### config.mk
export PLATFORM = sky130hd
export DESIGN_NAME = load_cell_weigh_tare_calibrate_unit
export DESIGN_NICKNAME = d
export VERILOG_FILES = /design/src/hw/rtl/lcwtc_pkg.sv /design/src/hw/rtl/lcwtc_regs.sv /design/src/hw/rtl/lcwtc_div.sv /design/src/hw/rtl/load_cell_weigh_tare_calibrate_unit.sv
export SDC_FILE = /design/constraint.sdc
export NUM_CORES = 1
export LEC_CHECK = 0
export ABC_AREA = 1
export CAP_MARGIN = 10
export CORE_MARGIN = 5
export CORE_UTILIZATION = 60
export CTS_CLUSTER_DIAMETER = 40
export DETAILED_ROUTE_END_ITERATION = 10
export DONT_BUFFER_PORTS = 1
export GPL_TIMING_DRIVEN = 1
export PLACE_DENSITY = 0.76
export SLEW_MARGIN = 10
export SYNTH_ARGS = -nofsm -noshare
export SYNTH_HDL_FRONTEND = slang
export SYNTH_SLANG_ARGS = --single-unit
### constraint.sdc
create_clock -name i_clk -period 6.9 [get_ports i_clk]
set_input_delay 1.035 -clock i_clk [delete_from_list [all_inputs] [get_ports i_clk]]
set_output_delay 1.035 -clock i_clk [all_outputs]
set_load 0.005 [all_outputs]
### src/hw/rtl/lcwtc_pkg.sv
// Shared types, widths and codes for the load-cell weigh, tare and calibrate unit.
// Depends on nothing; every other file of the block refers to it by scoped names.
package lcwtc_pkg;

    // Field and datapath widths. The sum and numerator widths cover groups of up to eight samples.
    localparam int RAW_W     = 24;
    localparam int SUM_W     = 27;
    localparam int NUM_W     = 33;
    localparam int DVD_W     = 32;
    localparam int DVS_W     = 16;
    localparam int RES_W     = 25;
    localparam int RATIO_W   = 24;
    localparam int KW_W      = 16;
    localparam int REFF_W    = 9;
    localparam int TDATA_W   = 32;
    localparam int TUSER_W   = 3;
    localparam int APB_AW    = 4;
    localparam int APB_DW    = 32;

    localparam int WEIGH_SAMPLES_DEF = 3;
    localparam int CAL_SAMPLES_DEF   = 5;

    // Mode codes; the result kind uses the same codes.
    localparam logic [1:0] MODE_WEIGH = 2'd0;
    localparam logic [1:0] MODE_TARE  = 2'd1;
    localparam logic [1:0] MODE_CAL   = 2'd2;

    // Register indexes.
    localparam logic [1:0] REG_MODE   = 2'd0;
    localparam logic [1:0] REG_ZERO   = 2'd1;
    localparam logic [1:0] REG_RATIO  = 2'd2;
    localparam logic [1:0] REG_KNOWN  = 2'd3;

    localparam logic [RATIO_W-1:0] RATIO_LOW   = RATIO_W'(400);
    localparam logic [RATIO_W-1:0] RATIO_HIGH  = RATIO_W'(440);
    localparam logic [RATIO_W-1:0] RATIO_RESET = RATIO_W'(424);
    localparam logic [REFF_W-1:0]  RATIO_DEF   = REFF_W'(424);

    typedef struct packed {
        logic [1:0]                mode;
        logic signed [RAW_W-1:0]   zero_offset;
        logic [RATIO_W-1:0]        scale_ratio;
        logic [KW_W-1:0]           known_weight;
    } t_cfg;

    typedef struct packed {
        logic              start;
        logic [DVD_W-1:0]  dividend;
        logic [DVS_W-1:0]  divisor;
    } t_div_req;

    typedef enum logic [2:0] {
        ST_IDLE,
        ST_PREP,
        ST_SCALE,
        ST_START,
        ST_WAIT,
        ST_POST,
        ST_DONE
    } t_state;

endpackage

### src/hw/rtl/lcwtc_regs.sv
// Configuration register file behind the APB-style port.
// Depends on lcwtc_pkg for widths, register indexes and the configuration struct.
module lcwtc_regs (
    input  logic                          i_clk,
    input  logic                          i_rst_n,
    input  logic                          i_psel,
    input  logic                          i_penable,
    input  logic                          i_pwrite,
    input  logic [lcwtc_pkg::APB_AW-1:0]  i_paddr,
    input  logic [lcwtc_pkg::APB_DW-1:0]  i_pwdata,
    output logic [lcwtc_pkg::APB_DW-1:0]  o_prdata,
    output logic                          o_pready,
    output lcwtc_pkg::t_cfg               o_cfg,
    output logic                          o_mode_wr
);

    logic                                  w_wr;
    logic [1:0]                            w_idx;
    logic [1:0]                            r_mode;
    logic signed [lcwtc_pkg::RAW_W-1:0]    r_zero;
    logic [lcwtc_pkg::RATIO_W-1:0]         r_ratio;
    logic [lcwtc_pkg::KW_W-1:0]            r_known;

    assign w_wr      = i_psel & i_penable & i_pwrite;
    assign w_idx     = i_paddr[3:2];
    assign o_pready  = 1'b1;
    assign o_mode_wr = w_wr && (w_idx == lcwtc_pkg::REG_MODE);

    always_ff @(posedge i_clk) begin
        if (!i_rst_n) begin
            r_mode  <= lcwtc_pkg::MODE_WEIGH;
            r_zero  <= '0;
            r_ratio <= lcwtc_pkg::RATIO_RESET;
            r_known <= lcwtc_pkg::KW_W'(1);
        end else if (w_wr) begin
            case (w_idx)
                lcwtc_pkg::REG_MODE:  r_mode  <= i_pwdata[1:0];
                lcwtc_pkg::REG_ZERO:  r_zero  <= i_pwdata[lcwtc_pkg::RAW_W-1:0];
                lcwtc_pkg::REG_RATIO: r_ratio <= i_pwdata[lcwtc_pkg::RATIO_W-1:0];
                lcwtc_pkg::REG_KNOWN: r_known <= i_pwdata[lcwtc_pkg::KW_W-1:0];
                default: ;
            endcase
        end
    end

    always_comb begin
        case (w_idx)
            lcwtc_pkg::REG_MODE:  o_prdata = lcwtc_pkg::APB_DW'(r_mode);
            lcwtc_pkg::REG_ZERO:  o_prdata = lcwtc_pkg::APB_DW'(unsigned'(r_zero));
            lcwtc_pkg::REG_RATIO: o_prdata = lcwtc_pkg::APB_DW'(r_ratio);
            lcwtc_pkg::REG_KNOWN: o_prdata = lcwtc_pkg::APB_DW'(r_known);
            default:              o_prdata = '0;
        endcase
    end

    assign o_cfg.mode         = r_mode;
    assign o_cfg.zero_offset  = r_zero;
    assign o_cfg.scale_ratio  = r_ratio;
    assign o_cfg.known_weight = r_known;

endmodule

### src/hw/rtl/lcwtc_div.sv
// Bit-serial restoring divider: one quotient bit per cycle from a shifting dividend register.
// Depends on lcwtc_pkg for operand widths and the request struct.
module lcwtc_div (
    input  logic                          i_clk,
    input  logic                          i_rst_n,
    input  lcwtc_pkg::t_div_req           i_req,
    output logic                          o_done,
    output logic [lcwtc_pkg::DVD_W-1:0]   o_quot
);

    localparam int DVD_W = lcwtc_pkg::DVD_W;
    localparam int DVS_W = lcwtc_pkg::DVS_W;
    localparam int CNT_W = $clog2(DVD_W);

    logic               r_busy;
    logic               r_done;
    logic [CNT_W-1:0]   r_cnt;
    logic [DVS_W-1:0]   r_rem;
    logic [DVS_W-1:0]   r_dvs;
    logic [DVD_W-1:0]   r_quo;
    logic [DVS_W:0]     w_trial;
    logic [DVS_W:0]     w_diff;
    logic               w_ge;

    // The partial remainder always stays below the divisor, so it fits in DVS_W bits.
    assign w_trial = {r_rem, r_quo[DVD_W-1]};
    assign w_ge    = w_trial >= {1'b0, r_dvs};
    assign w_diff  = w_trial - {1'b0, r_dvs};

    always_ff @(posedge i_clk) begin
        if (!i_rst_n) begin
            r_busy <= 1'b0;
            r_done <= 1'b0;
            r_cnt  <= '0;
        end else begin
            r_done <= 1'b0;
            if (i_req.start) begin
                r_busy <= 1'b1;
                r_cnt  <= '0;
            end else if (r_busy) begin
                r_cnt <= r_cnt + 1'b1;
                if (r_cnt == CNT_W'(DVD_W - 1)) begin
                    r_busy <= 1'b0;
                    r_done <= 1'b1;
                end
            end
        end
    end

    always_ff @(posedge i_clk) begin
        if (i_req.start) begin
            r_quo <= i_req.dividend;
            r_rem <= '0;
            r_dvs <= i_req.divisor;
        end else if (r_busy) begin
            r_quo <= {r_quo[DVD_W-2:0], w_ge};
            r_rem <= w_ge ? w_diff[DVS_W-1:0] : w_trial[DVS_W-1:0];
        end
    end

    assign o_done = r_done;
    assign o_quot = r_quo;

endmodule

### src/hw/rtl/load_cell_weigh_tare_calibrate_unit.sv
// Top level of the load-cell weigh, tare and calibrate unit: sample accumulator, sequencer
// and output register. Depends on lcwtc_pkg, lcwtc_regs and lcwtc_div.
//
// Usage. Raw 24-bit converter codes arrive as transfers on the slave stream (i_s_*). Each is
// sign-extended and added into a running group sum in the cycle it is accepted. When a group is
// complete (WEIGH_SAMPLES samples in weigh mode, CAL_SAMPLES in tare and calibrate mode) the
// sequencer works out one result and offers it as a transfer on the master stream (o_m_*):
// tdata carries the signed 25-bit value, tuser the result kind and the ratio-replaced flag.
// Mode 3 accepts samples and discards them.
// Flow: an input that does not complete a group is added to the sum and the next may follow
// at once. A completing input starts the sequencer: prepare, scale (weigh mode only), then the
// bit-serial divider, one quotient bit per cycle. Weigh and tare results take one division,
// calibrate results two, or one when the known weight is zero.
// While the sequencer works the slave side is held not ready.
// Stalls: the finished result sits in an output register, so the block returns to accepting
// samples as soon as the result is loaded; only a second result waiting behind an unaccepted
// one holds the sequencer. Reset (synchronous, active low) clears the group and output valid
// and restores the register reset values. Writing the mode register clears the current group.
module load_cell_weigh_tare_calibrate_unit #(
    parameter int WEIGH_SAMPLES = lcwtc_pkg::WEIGH_SAMPLES_DEF,
    parameter int CAL_SAMPLES   = lcwtc_pkg::CAL_SAMPLES_DEF
) (
    input  logic                            i_clk,
    input  logic                            i_rst_n,
    // Slave stream. tdata: [23:0] raw_code.
    input  logic                            i_s_tvalid,
    output logic                            o_s_tready,
    input  logic [lcwtc_pkg::RAW_W-1:0]     i_s_tdata,
    // Master stream. tdata: [24:0] result_value, [31:25] zero.
    // tuser: [1:0] result_kind, [2] ratio_replaced.
    output logic                            o_m_tvalid,
    input  logic                            i_m_tready,
    output logic [lcwtc_pkg::TDATA_W-1:0]   o_m_tdata,
    output logic [lcwtc_pkg::TUSER_W-1:0]   o_m_tuser,
    // Configuration port.
    input  logic                            i_psel,
    input  logic                            i_penable,
    input  logic                            i_pwrite,
    input  logic [lcwtc_pkg::APB_AW-1:0]    i_paddr,
    input  logic [lcwtc_pkg::APB_DW-1:0]    i_pwdata,
    output logic [lcwtc_pkg::APB_DW-1:0]    o_prdata,
    output logic                            o_pready
);

    localparam int NUM_W = lcwtc_pkg::NUM_W;
    localparam int SUM_W = lcwtc_pkg::SUM_W;
    localparam int RES_W = lcwtc_pkg::RES_W;
    localparam int DVS_W = lcwtc_pkg::DVS_W;
    localparam int DVD_W = lcwtc_pkg::DVD_W;
    localparam int NMAX  = (WEIGH_SAMPLES > CAL_SAMPLES) ? WEIGH_SAMPLES : CAL_SAMPLES;
    localparam int CNT_W = $clog2(NMAX + 1);

    localparam logic [CNT_W-1:0] WEIGH_N = CNT_W'(WEIGH_SAMPLES);
    localparam logic [CNT_W-1:0] CAL_N   = CNT_W'(CAL_SAMPLES);

    lcwtc_pkg::t_cfg         w_cfg;
    logic                    w_mode_wr;
    lcwtc_pkg::t_div_req     w_req;
    logic                    w_div_done;
    logic [DVD_W-1:0]        w_quot;

    lcwtc_pkg::t_state       r_state, n_state;
    logic [CNT_W-1:0]        r_cnt, n_cnt;
    logic signed [SUM_W-1:0] r_sum, n_sum;
    logic signed [NUM_W-1:0] r_num, n_num;
    logic [DVS_W-1:0]        r_den, n_den;
    logic                    r_neg, n_neg;
    logic                    r_second, n_second;
    logic [1:0]              r_kind, n_kind;
    logic                    r_repl, n_repl;
    logic signed [RES_W-1:0] r_res, n_res;
    logic                    r_m_valid, n_m_valid;
    logic signed [RES_W-1:0] r_m_value, n_m_value;
    logic [1:0]              r_m_kind, n_m_kind;
    logic                    r_m_repl, n_m_repl;

    logic signed [SUM_W-1:0] w_sum_tot;
    logic [CNT_W-1:0]        w_cnt_inc;
    logic [CNT_W-1:0]        w_need;
    logic signed [NUM_W-1:0] w_zo_ext;
    logic signed [NUM_W-1:0] w_nzo;
    logic                    w_in_range;
    logic [lcwtc_pkg::REFF_W-1:0] w_ratio_eff;
    logic [DVS_W-1:0]        w_nr;
    logic signed [NUM_W-1:0] w_abs;
    logic signed [NUM_W-1:0] w_q_signed;

    lcwtc_regs u_regs (
        .i_clk     (i_clk),
        .i_rst_n   (i_rst_n),
        .i_psel    (i_psel),
        .i_penable (i_penable),
        .i_pwrite  (i_pwrite),
        .i_paddr   (i_paddr),
        .i_pwdata  (i_pwdata),
        .o_prdata  (o_prdata),
        .o_pready  (o_pready),
        .o_cfg     (w_cfg),
        .o_mode_wr (w_mode_wr)
    );

    lcwtc_div u_div (
        .i_clk   (i_clk),
        .i_rst_n (i_rst_n),
        .i_req   (w_req),
        .o_done  (w_div_done),
        .o_quot  (w_quot)
    );

    // The raw code is two's complement, so a signed view of it is the sample.
    assign w_sum_tot = r_sum + SUM_W'($signed(i_s_tdata));
    assign w_cnt_inc = r_cnt + 1'b1;
    assign w_need    = (w_cfg.mode == lcwtc_pkg::MODE_WEIGH) ? WEIGH_N : CAL_N;

    // Weigh arithmetic: D = sum - N*zero, numerator 20*D + N*r, divisor 2*N*r.
    assign w_zo_ext    = NUM_W'($signed(w_cfg.zero_offset));
    assign w_nzo       = w_zo_ext * NUM_W'(WEIGH_SAMPLES);
    assign w_in_range  = (w_cfg.scale_ratio >= lcwtc_pkg::RATIO_LOW) &&
                         (w_cfg.scale_ratio <= lcwtc_pkg::RATIO_HIGH);
    assign w_ratio_eff = w_in_range ? w_cfg.scale_ratio[lcwtc_pkg::REFF_W-1:0]
                                    : lcwtc_pkg::RATIO_DEF;
    assign w_nr        = DVS_W'(w_ratio_eff) * DVS_W'(WEIGH_SAMPLES);

    // The divider works on magnitudes; the sign is put back afterwards so that the
    // quotient truncates towards zero.
    assign w_abs      = r_num[NUM_W-1] ? -r_num : r_num;
    assign w_q_signed = r_neg ? -NUM_W'(w_quot) : NUM_W'(w_quot);

    always_ff @(posedge i_clk) begin
        if (!i_rst_n) begin
            r_state   <= lcwtc_pkg::ST_IDLE;
            r_cnt     <= '0;
            r_sum     <= '0;
            r_second  <= 1'b0;
            r_m_valid <= 1'b0;
        end else begin
            r_state   <= n_state;
            r_cnt     <= n_cnt;
            r_sum     <= n_sum;
            r_second  <= n_second;
            r_m_valid <= n_m_valid;
        end
    end

    always_ff @(posedge i_clk) begin
        r_num     <= n_num;
        r_den     <= n_den;
        r_neg     <= n_neg;
        r_kind    <= n_kind;
        r_repl    <= n_repl;
        r_res     <= n_res;
        r_m_value <= n_m_value;
        r_m_kind  <= n_m_kind;
        r_m_repl  <= n_m_repl;
    end

    always_comb begin
        n_state   = r_state;
        n_cnt     = r_cnt;
        n_sum     = r_sum;
        n_num     = r_num;
        n_den     = r_den;
        n_neg     = r_neg;
        n_second  = r_second;
        n_kind    = r_kind;
        n_repl    = r_repl;
        n_res     = r_res;
        n_m_valid = r_m_valid && !i_m_tready;
        n_m_value = r_m_value;
        n_m_kind  = r_m_kind;
        n_m_repl  = r_m_repl;

        w_req.start    = 1'b0;
        w_req.dividend = w_abs[DVD_W-1:0];
        w_req.divisor  = r_den;

        o_s_tready = (r_state == lcwtc_pkg::ST_IDLE);

        case (r_state)
            lcwtc_pkg::ST_IDLE: begin
                if (i_s_tvalid && (w_cfg.mode inside {lcwtc_pkg::MODE_WEIGH,
                        lcwtc_pkg::MODE_TARE, lcwtc_pkg::MODE_CAL})) begin
                    if (w_cnt_inc >= w_need) begin
                        n_num    = NUM_W'(w_sum_tot);
                        n_sum    = '0;
                        n_cnt    = '0;
                        n_kind   = w_cfg.mode;
                        n_second = 1'b0;
                        n_state  = lcwtc_pkg::ST_PREP;
                    end else begin
                        n_sum = w_sum_tot;
                        n_cnt = w_cnt_inc;
                    end
                end
            end
            lcwtc_pkg::ST_PREP: begin
                if (r_kind == lcwtc_pkg::MODE_WEIGH) begin
                    n_num   = r_num - w_nzo;
                    n_repl  = !w_in_range;
                    n_state = lcwtc_pkg::ST_SCALE;
                end else begin
                    n_repl  = 1'b0;
                    n_den   = DVS_W'(CAL_SAMPLES);
                    n_state = lcwtc_pkg::ST_START;
                end
            end
            lcwtc_pkg::ST_SCALE: begin
                // Times twenty as sixteen plus four, then the rounding half-divisor.
                n_num   = (r_num <<< 4) + (r_num <<< 2) + NUM_W'(w_nr);
                n_den   = {w_nr[DVS_W-2:0], 1'b0};
                n_state = lcwtc_pkg::ST_START;
            end
            lcwtc_pkg::ST_START: begin
                w_req.start = 1'b1;
                n_neg       = r_num[NUM_W-1];
                n_state     = lcwtc_pkg::ST_WAIT;
            end
            lcwtc_pkg::ST_WAIT: begin
                if (w_div_done) begin
                    n_state = lcwtc_pkg::ST_POST;
                end
            end
            lcwtc_pkg::ST_POST: begin
                if ((r_kind == lcwtc_pkg::MODE_CAL) && !r_second) begin
                    // Calibration: the average less the zero offset, divided by the
                    // known weight. A known weight of zero yields zero.
                    n_num    = w_q_signed - w_zo_ext;
                    n_second = 1'b1;
                    if (w_cfg.known_weight == '0) begin
                        n_res   = '0;
                        n_state = lcwtc_pkg::ST_DONE;
                    end else begin
                        n_den   = w_cfg.known_weight;
                        n_state = lcwtc_pkg::ST_START;
                    end
                end else begin
                    n_res   = w_q_signed[RES_W-1:0];
                    n_state = lcwtc_pkg::ST_DONE;
                end
            end
            lcwtc_pkg::ST_DONE: begin
                if (!r_m_valid || i_m_tready) begin
                    n_m_valid = 1'b1;
                    n_m_value = r_res;
                    n_m_kind  = r_kind;
                    n_m_repl  = r_repl;
                    n_state   = lcwtc_pkg::ST_IDLE;
                end
            end
            default: begin
                n_state = lcwtc_pkg::ST_IDLE;
            end
        endcase

        // A mode write starts a fresh group.
        if (w_mode_wr) begin
            n_sum = '0;
            n_cnt = '0;
        end
    end

    assign o_m_tvalid = r_m_valid;
    assign o_m_tdata  = {{(lcwtc_pkg::TDATA_W - RES_W){1'b0}}, r_m_value};
    assign o_m_tuser  = {r_m_repl, r_m_kind};

endmodule

* Word level (Yosys, flattened, before mapping)
Cells that the tools add are included.
** Word-level totals
- Register bits after elaboration :: 278
- Memories kept :: 0
- Bits in latches :: 0
- Output and inout bits :: 70
- ROM bits :: 0
- Logic and storage cells :: 141
- Memory bits (writable) :: 0
** Operators by class
- Shift operators :: 0
- Reduce and logical (&&, ||, !) cells :: 35
- Div/mod/pow operators :: 0
- Add/sub/neg operators :: 10
- Muxes and demuxes :: 40
- Bitwise logic cells :: 4
- $lt $le $gt $ge :: 4
- Multiply operators :: 2
- Equality and inequality tests :: 22
** Operator list (count)
- two-way mux 33 bit :: 5
- case mux 33 bit (4 select lines) :: 1
- case mux 32 bit (4 select lines) :: 1
- two-way mux 32 bit :: 3
- two-way mux 16 bit :: 4
- two-way mux 25 bit :: 2
- case mux 16 bit (3 select lines) :: 1
- adder 33 x 11 -> 33 bit :: 1
- adder 33 bit :: 1
- negation 32 -> 33 bit :: 1
- subtractor 33 x 24 -> 33 bit :: 1
- subtractor 33 x 27 -> 33 bit :: 1
- negation 32 bit :: 1
- adder 27 x 24 -> 27 bit :: 1
- multiplier 24 x 3 -> 27 bit (second input constant) :: 1
- two-way mux 27 bit :: 1
- greater-or-equal comparator 24 x 9 -> 1 bit (second input constant) :: 1
- less-or-equal comparator 24 x 9 -> 1 bit (second input constant) :: 1
- two-way mux 3 bit :: 8
- case mux 3 bit (7 select lines) :: 1
- greater-or-equal comparator 17 x 16 -> 1 bit :: 1
- logical NOT 16 bit :: 1
- subtractor 16 bit :: 1
- AND reduction 2 bit :: 7
- other kinds (30) :: 70

* Depth between registers and ports, before layout
- Depth after elaboration :: 6
- Mapped depth :: 33
- Depth with buffers taken out :: 33

* By module
Synthesis repeated with hierarchy kept, for this count alone.
** Second synthesis, totals
- Cell total of the unflattened synthesis :: 3959
- Area total of the unflattened synthesis :: 25509.5 um^2
** By module, submodules not included
- load_cell_weigh_tare_calibrate_unit :: area an instance 18238.7 um^2, cells each 2949, instances 1, sequential area each 3883.7 um^2
- lcwtc_div :: area an instance 4086.4 um^2, cells each 511, instances 1, sequential area each 1901.8 um^2
- lcwtc_regs :: area an instance 3184.3 um^2, cells each 499, instances 1, sequential area each 1321.3 um^2

* Worst setup path after synthesis
No wires, ideal clock.
- Kind :: input to register
- From :: input port i_s_tvalid
- To :: register r_num[0] (enable)
- Path slack :: 2580 ps
- Buffers on the path :: 0
- Setup time :: 474 ps
- Stages :: 4
- Data arrival time :: 3847 ps
- Cells stage by stage :: nand2_1 o21ai_0 o21ai_0 a211oi_1
** Between the ends
- Word-level cells in the longest chain between the ends :: 3
** RTL lines
- start, declared :: RTL line load_cell_weigh_tare_calibrate_unit.sv:26 : input logic i_s_tvalid,
- logical AND 1 bit :: RTL line load_cell_weigh_tare_calibrate_unit.sv:181 : if (i_s_tvalid && (w_cfg.mode inside {lcwtc_pkg::MODE_WEIGH,
- inequality test 2 x 1 -> 1 bit (no source line)
- AND reduction 5 bit (no source line)
- end signal, assigned :: RTL line load_cell_weigh_tare_calibrate_unit.sv:146 : r_num <= n_num;
- end, declared :: RTL line load_cell_weigh_tare_calibrate_unit.sv:65 : logic signed [NUM_W-1:0] r_num, n_num;
No other way between the ends.
A chain may end at the register's enable or synchronous reset.

* Worst setup path after layout
- From :: register u_regs.r_ratio[19] in the netlist's numbering
- To :: register r_num[31] (data pin)
** Between the ends
- Word-level cells in the longest chain between the ends :: 6
- Elaborated cells between the ends (all ways) :: 7
** RTL lines
- start, declared :: RTL line lcwtc_regs.sv:21 : logic [lcwtc_pkg::RATIO_W-1:0] r_ratio;
- start signal, assigned :: RTL line lcwtc_regs.sv:33 : r_ratio <= lcwtc_pkg::RATIO_RESET;
- start signal, assigned :: RTL line lcwtc_regs.sv:39 : lcwtc_pkg::REG_RATIO: r_ratio <= i_pwdata[lcwtc_pkg::RATIO_W-1:0];
- greater-or-equal comparator 24 x 9 -> 1 bit / less-or-equal comparator 24 x 9 -> 1 bit (equally long branches) :: RTL line load_cell_weigh_tare_calibrate_unit.sv:118, load_cell_weigh_tare_calibrate_unit.sv:119
- logical AND 1 bit * :: RTL line load_cell_weigh_tare_calibrate_unit.sv:118 : assign w_in_range = (w_cfg.scale_ratio >= lcwtc_pkg::RATIO_LOW) &&
- two-way mux 9 bit * :: RTL line load_cell_weigh_tare_calibrate_unit.sv:120 : assign w_ratio_eff = w_in_range ? w_cfg.scale_ratio[lcwtc_pkg::REFF_W-1:0]
- multiplier 9 x 2 -> 11 bit * :: RTL line load_cell_weigh_tare_calibrate_unit.sv:122 : assign w_nr = DVS_W'(w_ratio_eff) * DVS_W'(WEIGH_SAMPLES);
- adder 33 x 11 -> 33 bit * :: RTL line load_cell_weigh_tare_calibrate_unit.sv:209 : n_num = (r_num <<< 4) + (r_num <<< 2) + NUM_W'(w_nr);
- case mux 33 bit (4 select lines) * :: RTL line load_cell_weigh_tare_calibrate_unit.sv:179 : case (r_state)
- net n_num[31] :: RTL line load_cell_weigh_tare_calibrate_unit.sv:65
The timed path passes the listed nets; every way through them passes the cells marked *.

==> results.sh <==
export IMPL_status="finished clean"
export IMPL_synth_distinct_cells=53
export IMPL_seq_area_um2=7110
export IMPL_wl_met2_um=34400
export IMPL_p_comb_share_pct=57.9
export IMPL_ys_seq_area_share_pct=29.0
export IMPL_die_h_um=212
export IMPL_synthTopCellsByArea="edfxtp_1, nand2_1, ha_1"
export IMPL_cts_resized=0
export IMPL_drc=0
export IMPL_async_flop_share_pct=0
export IMPL_setup_tns_ps=0
export IMPL_cts_root_buf="clkbuf_16"
export IMPL_via_count=23834
export IMPL_routabilityCongestion=0.987
export IMPL_p_sw_share_pct=49.9
export IMPL_cts_hold_buffers=0
export IMPL_path_class="flop to flop"
export IMPL_syn2layout_area_growth_pct=8.63
export IMPL_clk_pin_slew_ps=60
export IMPL_core_area_um2=40600
export IMPL_insertion_delay_ps=590
export IMPL_ir_worst_vdd_v=0.000311
export IMPL_drv_cap=0
export IMPL_grt_overflow=0
export IMPL_grt_max_degree=69
export IMPL_cts_inserted_buffers=45
export IMPL_wl_met1_um=31600
export IMPL_clk_path_buf_depth=3
export IMPL_wl_per_cell_um=17.8
export IMPL_ys_warn_count=0
export IMPL_slew_viol_final=0
export IMPL_worstPathMaxFanout=5
export IMPL_pin_count=137
export IMPL_worst_pin_slew_ps=1130
export IMPL_cts_htree_levels=2
export IMPL_post_route_cells_drive_above_1_share_pct=3.99
export IMPL_drt_iter0_drc=2286
export IMPL_clock_skew_ps=34.9
export IMPL_synth_top_cell_area_share_pct=18.9
export IMPL_port_buffers=0
export IMPL_start_util_pct=60.3
export IMPL_fp_row_count=74
export IMPL_multi_input_area_um2=14600
export IMPL_p_seq_share_pct=22.0
export IMPL_fin_crit_ps=5350
export IMPL_final_area_um2=26600
export IMPL_power_switching_mw=6.06
export IMPL_hold_viol=0
export IMPL_grt_usage_pct=32.9
export IMPL_viasPerCell=5.58
export IMPL_netlist_area_um2=24500
export IMPL_ant_nets=0
export IMPL_cp_required_ps=7180
export IMPL_arrival_ps=5630
export IMPL_rsz0062_at_grt="no"
export IMPL_synth_edff_count=154
export IMPL_synthFlopType="edfxtp_1"
export IMPL_yosys_area_top_type="edfxtp_1"
export IMPL_powerDensity_nw_per_um2=456
export IMPL_synth_seq_cells=278
export IMPL_syn_inst=3700
export IMPL_grt_pass1_vias=22173
export IMPL_fillers=3794
export IMPL_wl_um=76000
export IMPL_nNetsFinal=4010
export IMPL_fin_crit_sh_pct=77.5
export IMPL_cts_tree="yes"
export IMPL_crit_path_end_kind="flop"
export IMPL_place_detailed_hpwl_um=61000
export IMPL_avgSynthCellArea_um2=6.62
export IMPL_antenna_found_initial=0
export IMPL_min_path_type="flop to flop"
export IMPL_p_leak_nw=13.1
export IMPL_cp_start_kind="flop"
export IMPL_grt_pass1_wl_um=117000
export IMPL_setup_viol=0
export IMPL_place_area_um2=25000
export IMPL_die_area_um2=45000
export IMPL_slew_headroom_pct=24.4
export IMPL_antenna_cells=0
export IMPL_timing_fmax_ghz=0.187
export IMPL_clock_sinks=278
export IMPL_die_w_um=212
export IMPL_dr_wl_met3_um=6820
export IMPL_clkPwrFrac_pct=20.2
export IMPL_intPower_mw=6.07
export IMPL_postCtsSetupBuffers=0
export IMPL_drtPass1Iterations=6
export IMPL_top_layer="met4"
## worst max-delay path, stage by stage, from the launching register on
cell and delay, ps:
dfxtp_1 330, nor4_1 520, nand2_1 200, a21oi_1 160, nand2_1 150, inv_1 130, nand2_1 100, inv_1 90
ha_1 170, inv_1 50, fa_1 400, nand3b_1 170, nand2_1 100, xor2_1 280, fa_1 490, ha_1 390
nand2_1 110, o21ai_0 430, nand2_1 110, nand3_1 200, nand2_1 110, nand2_1 80, nand2_1 50, nand3_1 100
nand4_1 120
## through the flow
step           std cells  setup WS (ps)  hold slack [ps]  utilization [%]  total power, mW
2_1_floorplan       3723           2580              400                -             7.71
3_3_place_gp        4184           1660              401             61.4             9.43
3_5_place_dp        4184           1610              405             61.4             9.54
4_1_cts             4268           1550              418             65.5             12.0
5_1_grt             4268           1160              422             65.5             13.2
6_report            4268           1550              418             65.5             12.1
## layout make-up
| cell class | instances | area share, % |
|---|---|---|
| multi-input cells | 2703 | 54.9 |
| inverters | 657 | 9.27 |
| clock inverters | 34 | 1.81 |
| clock buffers | 50 | 4.42 |
| well taps | 532 | 2.50 |
| repair buffers | 14 | 0.395 |
| flip-flops and latches | 278 | 26.7 |
## synthesized netlist by cell type (19+ instances only)
| library cell | instances |
|---|---|
| o21ai_0 | 187 |
| fa_1 | 34 |
| nand3b_1 | 27 |
| clkbuf_1 | 55 |
| nor3_1 | 31 |
| a21oi_1 | 234 |
| or2_2 | 21 |
| nor2_1 | 318 |
| ha_1 | 210 |
| dfxtp_1 | 124 |
| inv_1 | 651 |
| buf_4 | 20 |
| nand2_1 | 1102 |
| xor2_1 | 57 |
| nand4_1 | 50 |
| edfxtp_1 | 154 |
| nand3_1 | 264 |
| xnor2_1 | 19 |
## layout by cell type (no fill, tap or decap), drive strengths merged, types with 3 or more instances in the layout
| master | instances |
|---|---|
| a211oi | 3 |
| a21o | 4 |
| a21oi | 235 |
| and2 | 10 |
| and3 | 3 |
| buf | 14 |
| bufinv | 7 |
| clkbuf | 50 |
| clkinv | 14 |
| clkinvlp | 3 |
| conb | 25 |
| dfxtp | 124 |
| edfxtp | 154 |
| fa | 34 |
| ha | 210 |
| inv | 667 |
| nand2 | 1106 |
| nand3 | 270 |
| nand3b | 27 |
| nand4 | 50 |
| nor2 | 323 |
| nor3 | 33 |
| nor4 | 11 |
| o2111ai | 6 |
| o211ai | 9 |
| o21a | 4 |
| o21ai | 197 |
| o21bai | 17 |
| o221ai | 14 |
| o22ai | 5 |
| or2 | 22 |
| xnor2 | 19 |
| xor2 | 57 |
## final timing paths
| kind | startpoint | endpoint | slack, ps | cells after the start |
|---|---|---|---|---|
| max | u_regs.r_ratio[19] | r_num[31] | 1550 | 24 |
| min | r_res[2] | r_m_value[2] | 420 | 0 |
| max reg2reg | u_regs.r_ratio[19] | r_num[31] | 1550 | 24 |
| min reg2reg | r_res[2] | r_m_value[2] | 420 | 0 |
## power by group through the flow
stage	clock network (mW)	logic, mW	registers (mW)
4_1_cts	2.46	6.91	2.65
3_3_place_gp	0	6.77	2.67
5_1_grt	2.54	7.93	2.69
2_1_floorplan	0	5.21	2.50
6_report	2.44	7.02	2.66
3_5_place_dp	0	6.86	2.68
## flip-flops by register name, summed over array words and instances (netlist names), 3 cells and up
register	count
r_cnt	3
u_regs.r_ratio	24
u_regs.r_known	16
r_num	33
u_regs.r_zero	24
r_sum	27
r_state	3
r_den	16
u_div.r_cnt	5
u_div.r_rem	16
r_res	25
u_div.o_quot	32
u_div.r_dvs	16
r_m_value	25
## cell families (layout without fill, tap and decap cells)
logic type,Yosys count,count (layout),synth area share [%]
AND/OR/NAND/NOR,1858,1858,31.8
buffers and inverters,742,755,11.9
AO/OA/AOI/OAI,500,500,11.1
flip-flops,278,278,29.0
adder cells (fa/ha/maj),244,244,13.5
XOR/XNOR,76,76,2.72
other,2,25,0.0307
## metal layers
layer,vias up,track usage [%]
li1,11843,-
met1,10886,43.2
met2,914,53.1
met3,191,7.41
met4,0,13.1
met5,-,0
(Power assumes the default switching activity.)
